==> src/hw/rtl/fqke_pkg.sv <==
// Package for the key-extract FIFO queue: default sizes, codes and sequencer states.
package fqke_pkg;

  localparam int DEPTH_DEF       = 16;
  localparam int KEY_WIDTH_DEF   = 16;
  localparam int VALUE_WIDTH_DEF = 32;

  localparam logic [1:0] MODE_PUSH    = 2'd0;
  localparam logic [1:0] MODE_POP     = 2'd1;
  localparam logic [1:0] MODE_EXTRACT = 2'd2;

  localparam logic [1:0] STAT_OK   = 2'd0;
  localparam logic [1:0] STAT_MISS = 2'd1;
  localparam logic [1:0] STAT_FULL = 2'd2;

  typedef enum logic [2:0] {
    ST_IDLE,
    ST_PUSH,
    ST_SCAN,
    ST_CMP,
    ST_MV_RD,
    ST_MV_WR,
    ST_DONE
  } fqke_state_t;

endpackage

==> src/hw/rtl/fqke_ram.sv <==
// Generic simple dual-port RAM with registered read.
module fqke_ram #(
  parameter int WIDTH = 48,
  parameter int DEPTH = 16
) (
  input  logic                     clk,
  input  logic                     we,
  input  logic [$clog2(DEPTH)-1:0] waddr,
  input  logic [WIDTH-1:0]         wdata,
  input  logic [$clog2(DEPTH)-1:0] raddr,
  output logic [WIDTH-1:0]         rdata
);

  logic [WIDTH-1:0] mem [DEPTH];

  always_ff @(posedge clk) begin
    if (we) begin
      mem[waddr] <= wdata;
    end
    rdata <= mem[raddr];
  end

endmodule

==> src/hw/rtl/fifo_queue_with_key_extract.sv <==
// Top level: bounded FIFO queue with push, pop and extract-by-key.
//
//  channel  | handshake          | payload
//  ---------+--------------------+------------------------------------------
//  request  | start, busy        | mode, entry_key, entry_value
//  result   | done (one strobe)  | status, hit, out_key, out_value, count
//
// Entries sit in a circular buffer in one RAM; a sequencer drives its single
// read and write port. Push writes the new entry behind the newest. Pop and
// extract scan from the oldest entry until the key matches (pop takes the
// oldest), then move each older entry up one place to close the gap.
// A miss on an empty queue goes straight to the result.
// Reset (rst, synchronous) empties the queue; the RAM needs no clearing.
// Results are never stalled: done is high for exactly one cycle.
module fifo_queue_with_key_extract
  import fqke_pkg::*;
#(
  parameter int DEPTH       = DEPTH_DEF,
  parameter int KEY_WIDTH   = KEY_WIDTH_DEF,
  parameter int VALUE_WIDTH = VALUE_WIDTH_DEF
) (
  input  logic                         clk,
  input  logic                         rst,
  input  logic                         start,
  output logic                         busy,
  input  logic [1:0]                   mode,
  input  logic [KEY_WIDTH-1:0]         entry_key,
  input  logic [VALUE_WIDTH-1:0]       entry_value,
  output logic                         done,
  output logic [1:0]                   status,
  output logic                         hit,
  output logic [KEY_WIDTH-1:0]         out_key,
  output logic [VALUE_WIDTH-1:0]       out_value,
  output logic [$clog2(DEPTH+1)-1:0]   count
);

  localparam int AW = $clog2(DEPTH);
  localparam int CW = $clog2(DEPTH + 1);
  localparam int EW = KEY_WIDTH + VALUE_WIDTH;
  localparam logic [AW:0]   DEPTH_A = (AW + 1)'(DEPTH);
  localparam logic [CW-1:0] DEPTH_C = CW'(DEPTH);

  fqke_state_t state, state_next;

  logic [AW-1:0]          head;
  logic [CW-1:0]          cnt;
  logic [AW-1:0]          idx;
  logic [1:0]             op;
  logic [KEY_WIDTH-1:0]   key_r;
  logic [VALUE_WIDTH-1:0] val_r;

  logic          ram_we;
  logic [AW-1:0] ram_waddr;
  logic [EW-1:0] ram_wdata;
  logic [AW-1:0] ram_raddr;
  logic [EW-1:0] ram_rdata;

  logic [KEY_WIDTH-1:0]   rd_key;
  logic [VALUE_WIDTH-1:0] rd_val;
  logic                   match;
  logic                   last;

  function automatic logic [AW-1:0] wrap(input logic [AW:0] s);
    logic [AW:0] t;
    t = (s >= DEPTH_A) ? s - DEPTH_A : s;
    return t[AW-1:0];
  endfunction

  fqke_ram #(
    .WIDTH(EW),
    .DEPTH(DEPTH)
  ) u_ram (
    .clk  (clk),
    .we   (ram_we),
    .waddr(ram_waddr),
    .wdata(ram_wdata),
    .raddr(ram_raddr),
    .rdata(ram_rdata)
  );

  assign rd_key = ram_rdata[EW-1:VALUE_WIDTH];
  assign rd_val = ram_rdata[VALUE_WIDTH-1:0];
  assign match  = (op == MODE_POP) || (rd_key == key_r);
  assign last   = ((CW'(idx) + CW'(1)) == cnt);

  // next state
  always_comb begin
    state_next = state;
    unique case (state)
      ST_IDLE: begin
        if (start) begin
          unique case (mode)
            MODE_PUSH:    state_next = (cnt == DEPTH_C) ? ST_DONE : ST_PUSH;
            MODE_POP,
            MODE_EXTRACT: state_next = (cnt == '0) ? ST_DONE : ST_SCAN;
            default:      state_next = ST_DONE;
          endcase
        end
      end
      ST_PUSH:  state_next = ST_DONE;
      ST_SCAN:  state_next = ST_CMP;
      ST_CMP: begin
        if (match) begin
          state_next = (idx == '0) ? ST_DONE : ST_MV_RD;
        end else if (last) begin
          state_next = ST_DONE;
        end
      end
      ST_MV_RD: state_next = ST_MV_WR;
      ST_MV_WR: state_next = (idx == AW'(1)) ? ST_DONE : ST_MV_RD;
      ST_DONE:  state_next = ST_IDLE;
      default:  state_next = ST_IDLE;
    endcase
  end

  // outputs and RAM control
  always_comb begin
    busy      = (state != ST_IDLE);
    done      = (state == ST_DONE);
    ram_we    = 1'b0;
    ram_waddr = wrap({1'b0, head} + (AW + 1)'(cnt[AW-1:0]));
    ram_wdata = {key_r, val_r};
    ram_raddr = wrap({1'b0, head} + {1'b0, idx});
    unique case (state)
      ST_PUSH: begin
        ram_we = 1'b1;
      end
      ST_CMP: begin
        ram_raddr = wrap({1'b0, head} + {1'b0, idx} + (AW + 1)'(1));
      end
      ST_MV_RD: begin
        ram_raddr = wrap({1'b0, head} + {1'b0, idx} - (AW + 1)'(1));
      end
      ST_MV_WR: begin
        ram_we    = 1'b1;
        ram_waddr = wrap({1'b0, head} + {1'b0, idx});
        ram_wdata = ram_rdata;
      end
      default: begin
      end
    endcase
  end

  // control registers
  always_ff @(posedge clk) begin
    if (rst) begin
      state <= ST_IDLE;
      head  <= '0;
      cnt   <= '0;
      idx   <= '0;
    end else begin
      state <= state_next;
      unique case (state)
        ST_IDLE: begin
          idx <= '0;
        end
        ST_PUSH: begin
          cnt <= cnt + CW'(1);
        end
        ST_CMP: begin
          if (match) begin
            if (idx == '0) begin
              head <= wrap({1'b0, head} + (AW + 1)'(1));
              cnt  <= cnt - CW'(1);
            end
          end else if (!last) begin
            idx <= idx + AW'(1);
          end
        end
        ST_MV_WR: begin
          idx <= idx - AW'(1);
          if (idx == AW'(1)) begin
            head <= wrap({1'b0, head} + (AW + 1)'(1));
            cnt  <= cnt - CW'(1);
          end
        end
        default: begin
        end
      endcase
    end
  end

  // request and result payload
  always_ff @(posedge clk) begin
    unique case (state)
      ST_IDLE: begin
        if (start) begin
          op        <= mode;
          key_r     <= entry_key;
          val_r     <= entry_value;
          hit       <= 1'b0;
          out_key   <= '0;
          out_value <= '0;
          unique case (mode)
            MODE_PUSH:    status <= (cnt == DEPTH_C) ? STAT_FULL : STAT_OK;
            MODE_POP,
            MODE_EXTRACT: status <= (cnt == '0) ? STAT_MISS : STAT_OK;
            default:      status <= STAT_OK;
          endcase
        end
      end
      ST_CMP: begin
        if (match) begin
          hit       <= 1'b1;
          out_key   <= rd_key;
          out_value <= rd_val;
          status    <= STAT_OK;
        end else if (last) begin
          status <= STAT_MISS;
        end
      end
      default: begin
      end
    endcase
  end

  assign count = cnt;

  a_cnt_bound: assert property (@(posedge clk) disable iff (rst) cnt <= DEPTH_C)
    else $error("entry count above depth");

  a_push_grows: assert property (@(posedge clk) disable iff (rst)
    state == ST_PUSH |=> cnt == $past(cnt) + CW'(1))
    else $error("push did not add one entry");

  a_hit_ok: assert property (@(posedge clk) disable iff (rst)
    done && hit |-> status == STAT_OK)
    else $error("removed entry reported with bad status");

  a_miss_zero: assert property (@(posedge clk) disable iff (rst)
    done && !hit |-> out_key == '0 && out_value == '0)
    else $error("no entry removed but payload nonzero");

  a_done_idle: assert property (@(posedge clk) disable iff (rst) done |=> !busy)
    else $error("sequencer did not return to idle after result");

endmodule

==> config.mk <==
export PLATFORM = sky130hd
export DESIGN_NAME = fifo_queue_with_key_extract
export DESIGN_NICKNAME = d
export VERILOG_FILES = /design/src/hw/rtl/fqke_pkg.sv /design/src/hw/rtl/fqke_ram.sv /design/src/hw/rtl/fifo_queue_with_key_extract.sv
export SDC_FILE = /design/constraint.sdc
export NUM_CORES = 1
export LEC_CHECK = 0
export BUFFER_PORTS_ARGS = -buffer_cell sky130_fd_sc_hd__buf_2
export CAP_MARGIN = 40
export CORE_AREA = 5 5 274 276
export DETAILED_ROUTE_END_ITERATION = 12
export DIE_AREA = 0 0 279 281
export PLACE_DENSITY = 0.71
export SLEW_MARGIN = 20
export SYNTH_ARGS = -nofsm -noshare
export SYNTH_HDL_FRONTEND = slang
export SYNTH_HIERARCHICAL = 1
export SYNTH_SLANG_ARGS = --single-unit
==> constraint.sdc <==
create_clock -name clk -period 5.9 [get_ports clk]
set_input_delay 1.18 -clock clk [delete_from_list [all_inputs] [get_ports clk]]
set_output_delay 1.18 -clock clk [all_outputs]
set_load 0.02 [all_outputs]
* After elaboration in Yosys (flattened, before gate mapping)
Memories as Yosys holds them, arrays and structs flattened. A register that Yosys moved wholly into a read port is not among the register bits. Index checks and enable logic that the tools add are counted. W data, S select, Z words.
Operators by class: reduce and logical (&&, ||, !) cells 19, magnitude comparators 5, muxes and demuxes 47, $add $sub $neg 15, equality and inequality tests 20
Operator list (number):
- $mux W32 | 2
- $pmux W32 S2 | 1
- $mux W48 | 1
- $mux W4 | 11
- $mux W16 | 2
- $pmux W16 S2 | 1
- $ge A5 B5 Y1 const B | 5
- $sub A4 B1 Y4 const B | 6
- $pmux W3 S6 | 1
- $eq A16 B16 Y1 | 1
- $pmux W4 S2 | 2
- $mux W3 | 5
- $mux W5 | 3
- $pmux W5 S3 | 1
- $mux W2 | 6
- $ne A2 B2 Y1 const B | 6
- $pmux W4 S3 | 1
- $add A4 B1 Y5 const B | 2
- $add A4 B4 Y5 | 2
- $add A5 B1 Y5 const B | 2
- $sub A5 B1 Y5 const B | 2
- $eq A3 B3 Y1 const B | 3
- $reduce_and A3 Y1 | 3
- $reduce_bool A3 Y1 | 3
- other kinds (22) | 34
Word-level totals: memories kept 1, input bits 53, logic and storage cells 118, RAM bits 768, flip-flop bits (word level) 117
Memory list:
- u_ram.mem | depth 16, bits a word 48, rd ports 1, clocked after Yosys merged registers in 1, wr ports 1, RTL line fqke_ram.sv:14 | logic [WIDTH-1:0] mem [DEPTH];

* Longest topological paths before layout
depth after elaboration 6, mapped depth 15, gate-level depth less buffers 12

* Modules after synthesis
The synthesis kept the hierarchy.
Modules (own cells, without submodules):
- fqke_ram | times used 1, area an instance 29694.7 µm², cells each 1242, seq. area each 24023.0 µm²
- fifo_queue_with_key_extract | times used 1, area an instance 5974.5 µm², cells each 558, seq. area each 3353.2 µm²

* Worst setup path before layout
No wires, ideal clock.
path kind flip-flop to flip-flop, start register cnt[1], in the netlist count[1], end memory u_ram.mem[0][0], enable pin, path buffers 0, path slack -16 ps, library setup time 513 ps, stages on the path, launching flop included 10, clock period less this slack 5916 ps, data required time 5387 ps, data arrival time 5403 ps, cell sequence dfxtp_1 > ha_1 > a21o_1 > a21oi_1 > xor2_1 > nor2_1 > a21oi_1 > xnor2_1 > or3b_2 > nor3_1
On the way: cells in the longest elaborated chain, start to end 4
RTL lines:
- start: declaration | RTL line fifo_queue_with_key_extract.sv:46 | logic [CW-1:0] cnt;
- start signal: assignment | RTL line fifo_queue_with_key_extract.sv:158 | cnt <= cnt + CW'(1);
- start signal: assignment | RTL line fifo_queue_with_key_extract.sv:164 | cnt <= cnt - CW'(1);
- start signal: assignment | RTL line fifo_queue_with_key_extract.sv:174 | cnt <= cnt - CW'(1);
- $add A4 B4 Y5 (*) | RTL line fifo_queue_with_key_extract.sv:121 | ram_waddr = wrap({1'b0, head} + (AW + 1)'(cnt[AW-1:0]));
- $sub A4 B1 Y4 or $ge A5 B5 Y1 (tied branches) | RTL line fifo_queue_with_key_extract.sv:65 | t = (s >= DEPTH_A) ? s - DEPTH_A : s;
- $mux W4 (*) | RTL line fifo_queue_with_key_extract.sv:65
- $mux W4 (*) | RTL line fifo_queue_with_key_extract.sv:124 | unique case (state)
- net ram_waddr[3] | RTL line fifo_queue_with_key_extract.sv:53 | logic [AW-1:0] ram_waddr;
- end: declaration | RTL line fqke_ram.sv:14
The timed path passes the listed nets; every way through them passes the cells marked *.

* Worst setup path in the final report
start register idx[0], end register u_ram.rdata[0] (read register of u_ram.mem)
On the way: cells in the longest elaborated chain, start to end 5
RTL lines:
- start: declaration | RTL line fifo_queue_with_key_extract.sv:47 | logic [AW-1:0] idx;
- start signal: assignment | RTL line fifo_queue_with_key_extract.sv:167 | idx <= idx + AW'(1);
- start signal: assignment | RTL line fifo_queue_with_key_extract.sv:171 | idx <= idx - AW'(1);
- $add A4 B4 Y5 (*) | RTL line fifo_queue_with_key_extract.sv:123, fifo_queue_with_key_extract.sv:129, fifo_queue_with_key_extract.sv:132
- $sub A5 B1 Y5 or $add A5 B1 Y5 (tied branches) | RTL line fifo_queue_with_key_extract.sv:132, fifo_queue_with_key_extract.sv:129
- $sub A4 B1 Y4 or $ge A5 B5 Y1 (tied branches) | RTL line fifo_queue_with_key_extract.sv:65
- $mux W4 | RTL line fifo_queue_with_key_extract.sv:65
- $pmux W4 S2 (*) | RTL line fifo_queue_with_key_extract.sv:124
- net ram_raddr[3] | RTL line fifo_queue_with_key_extract.sv:55 | logic [AW-1:0] ram_raddr;
- end: declaration | RTL line fqke_ram.sv:11 | output logic [WIDTH-1:0] rdata
Marks and branches as above. A chain may end at the register's enable or synchronous reset.

==> results.py <==
metrics = {
    "floorplanning": {
        "die_w_um": 279,
        "io_pins": 111,
        "die_h_um": 281,
        "core_um2": 72340,
        "fp-row-count": 99,
        "start_util_pct": 49.31,
        "die_area_um2": 78400,
    },
    "clock_network": {
        "cts_sinks": 933,
        "tritoncts": "yes",
        "h-tree-depth": 3,
        "clkTransAtPathRegs_ns": 0.06,
        "cts-buffers-inserted": 92,
        "clockBufferDepth": 3,
        "insertion_delay_ns": 0.65,
        "post_cts_resized": 0,
        "holdBufCountCts": 0,
        "cts-root-buf": "clkbuf_16",
        "post_cts_buffers": 0,
    },
    "detailed_routing": {
        "vias_per_cell": 5.918,
        "routed_wl_um": 77880,
        "antenna_left": 0,
        "firstDrtPassIters": 5,
        "wl_per_cell_um": 25.97,
        "num_vias": 17750,
        "detail_route.iter0.violations": 1821,
        "remaining_drc_errors": 0,
    },
    "synth": {
        "postSynthCellCount": 1800,
        "synthArstFlopShare_pct": 0,
        "synth_flop_cell": "edfxtp_1",
        "yosysSeqAreaShare_pct": 76.75,
        "synth-edff-count": 869,
        "synth_warnings": 6,
        "synth_area_leaders": "edfxtp_1 (73%), mux4_2 (12%), dfxtp_1 (3.6%)",
        "ys_seq_elements": 933,
        "syn_avg_cell_area_um2": 19.82,
        "yosys.area.top_type": "edfxtp_1",
        "yosys.area.top_type_share_pct": 73.16,
        "synth_area_um2": 35670,
        "synth.distinct_cells": 65,
        "syn-num-nets": 1874,
    },
    "setup_path": {
        "rr_startpoint": "idx[0]",
        "ff2ff_path_depth": 12,
        "crit_path_end_kind": "flip-flop",
        "critPathKind": "flip-flop to flip-flop",
        "r2r_setup_slack_ns": 1.50,
        "worst-endpoint-arrival_ns": 4.98,
        "critPathMaxFanout": 33,
        "r2r_end": "u_ram/rdata[0]",
        "cp.required_ns": 6.48,
        "cp-start-kind": "flip-flop",
    },
    "timing": {
        "worst_slew_pin_slew_ns": 0.8681,
        "final.min_clock_period_ns": 4.404,
        "hold_viol_final": 0,
        "fin_skew_ns": 0.02428,
        "timing.slew.headroom_pct": 42.13,
        "rsz0062_at_grt": "false",
        "fin_crit_sh_pct": 74.64,
        "finalSetupViolCount": 0,
        "fmax_mhz": 227.1,
        "fin_setup_tns_ns": 0,
        "slew_violations": 0,
    },
    "pwr": {
        "irDropWorstVdd_v": 0.0004688,
        "power_density_nw_per_um2": 501.9,
        "p_leak_nw": 13.42,
    },
    "global_route": {
        "first_global_vias": 18300,
        "grt_start_max_net_pins": 109,
        "grt_overflow": 0,
        "grt_pass1_wl_um": 117100,
        "antenna_found_initial": 0,
        "track_usage_pct": 19.91,
    },
    "final_layout": {
        "nNetsFinal": 2034,
        "final_area_um2": 40830,
        "utilization_pct": 56.44,
        "fillers": 5253,
        "stdcell_count": 2999,
        "final_layout_size_suffix_gt1_share_pct": 26.32,
        "area_growth_syn_to_layout_pct": 14.47,
        "diodes": 0,
    },
    "flow_run": {
        "cap_violations": 0,
    },
    "place": {
        "globalplace.congestion": 0.8017,
        "port-buffer-count": 110,
        "dp.cells": 2823,
        "dpl_cell_area_um2": 37770,
        "hpwl_um": 42850,
    },
    "hold_path": {
        "hold_start": "u_ram/rdata[1]",
        "min_path_cells": 1,
        "hp-class": "flip-flop to flip-flop",
        "worstHoldEndpoint": "out_value[1]",
    },
    "run_status": {
        "outcome": "complete, no violations",
    },
}
==> worst max-delay path: stages (launching register included) <==
cell and delay, ns:
dfxtp_1 0.60, ha_1 0.27, fa_1 0.49, ha_1 0.31, a21o_1 0.18, a21oi_1 0.16
mux2i_1 0.23, xnor2_1 0.10, xnor2_1 0.49, and2_2 0.58, buf_4 0.60, a22oi_1 0.16
nand2_1 0.13
==> cell type report <==
type	instances	area [µm²]	share of cell area, %
Inverter	15	56.30	0.1379
Multi-Input combinational cell	760	7939	19.44
Timing Repair Buffer	158	1229	3.009
Tap cell	959	1200	2.939
Sequential cell	933	27380	67.05
Clock inverter	54	543.0	1.330
Clock buffer	120	2489	6.095
==> how the worst max path moves through the flow <==
| stage | start | slack, ns | cells past startpoint | to |
|---|---|---|---|---|
| CTS | state[2] | 1.54 | 9 | u_ram/mem[8][39] |
| detailed placement | state[2] | 1.58 | 9 | u_ram/mem[8][37] |
| finish | idx[0] | 1.50 | 12 | u_ram/rdata[0] |
| floorplan | count[1] | 0.23 | 9 | u_ram/mem[12][0] |
| global placement | idx[0] | 1.70 | 12 | u_ram/rdata[26] |
| global route | idx[0] | 1.24 | 12 | u_ram/rdata[27] |
==> kinds of logic (layout without fill, tap and decap cells) <==
| family | count (synthesis) | count (layout) | synth area share, % |
|---|---|---|---|
| DFF | 933 | 933 | 76.75 |
| and+or+nand+nor | 344 | 344 | 4.441 |
| muxes | 200 | 200 | 12.36 |
| AOI/OAI and AO/OA | 160 | 160 | 3.276 |
| buffers and inverters | 107 | 347 | 1.494 |
| xor gates and xnor gates | 35 | 35 | 0.8594 |
| adders and majority gates | 21 | 21 | 0.8208 |
==> flip-flops by register name, summed over array words and instances (netlist names) <==
signal,flops
hit,1
idx,4
count,5
key_r,16
u_ram/mem,768
val_r,32
state,3
head,4
out_key,16
op,2
out_value,32
status,2
u_ram/rdata,48
==> layout by cell type (no fill, tap or decap), types with 3 or more instances in the layout <==
master | synthesis | layout
o21ai_0 | 8 | 8
fa_1 | 4 | 4
a21oi_1 | 26 | 24
dfxtp_1 | 64 | 64
buf_2 | 13 | 111
nor2_4 | 0 | 13
buf_16 | 0 | 6
xnor2_1 | 31 | 30
clkinv_2 | 0 | 22
clkbuf_8 | 1 | 6
nand4_1 | 4 | 4
a31o_2 | 3 | 3
buf_12 | 0 | 16
xor2_1 | 4 | 4
inv_6 | 0 | 3
nand3b_1 | 3 | 3
nand2_1 | 207 | 206
clkinv_1 | 0 | 13
mux2i_1 | 5 | 5
buf_4 | 20 | 25
nor3_1 | 8 | 3
a21o_1 | 5 | 5
a22oi_1 | 96 | 96
clkbuf_1 | 40 | 21
mux4_2 | 192 | 192
and2_1 | 50 | 49
ha_1 | 17 | 17
clkinvlp_4 | 0 | 3
nor2_1 | 32 | 19
edfxtp_1 | 869 | 869
clkbuf_16 | 0 | 93
nand3_1 | 8 | 8
nor2b_1 | 6 | 4
inv_1 | 15 | 14
nor3_2 | 0 | 4
bufinv_16 | 0 | 8
nand2b_1 | 6 | 6
==> through the flow <==
step | worst slack [ns] | hold WS, ns | power (mW)
4_1_cts | 1.545 | 0.5534 | 20.67
3_3_place_gp | 1.701 | 0.5420 | 14.68
2_1_floorplan | 0.2343 | 0.5061 | 13.16
5_1_grt | 1.244 | 0.5704 | 21.46
3_5_place_dp | 1.582 | 0.5367 | 14.86
6_report | 1.496 | 0.5464 | 20.49
==> synthesized netlist by cell type, types with 2 or more instances <==
library cell	instances
a21o_1	5
a21oi_1	26
a221oi_1	2
a22oi_1	96
a31o_2	3
a31oi_1	2
and2_1	50
and2b_1	2
and3_1	2
buf_1	14
buf_2	13
buf_4	20
buf_6	4
clkbuf_1	40
dfxtp_1	64
edfxtp_1	869
fa_1	4
ha_1	17
inv_1	15
mux2_2	2
mux2i_1	5
mux4_2	192
nand2_1	207
nand2b_1	6
nand3_1	8
nand3b_1	3
nand4_1	4
nand4b_1	2
nor2_1	32
nor2b_1	6
nor3_1	8
nor3b_1	2
o21ai_0	8
o21bai_1	2
o31ai_1	2
xnor2_1	31
xor2_1	4
==> metal layers <==
| layer | wire (µm) | vias up | GRT usage, % |
|---|---|---|---|
| met2 | 38710 | 764 | 33.13 |
| li1 | - | 7541 | - |
| met3 | 5843 | 119 | 3.389 |
| met1 | 31670 | 9323 | 27.95 |
| met4 | 1656 | 0 | 5.122 |
| met5 | 0 | - | 0 |
==> power breakdown <==
part / total [mW] / switching, mW / leakage, nW / internal (mW)
logic: 5.96 / 3.41 / 3.51 / 2.55
clock network: 5.79 / 2.44 / 1.49 / 3.35
registers: 8.73 / 0.353 / 8.41 / 8.38
total: 20.5 / 6.20 / 13.4 / 14.3
Note: power is estimated with default switching activity, not from simulation.
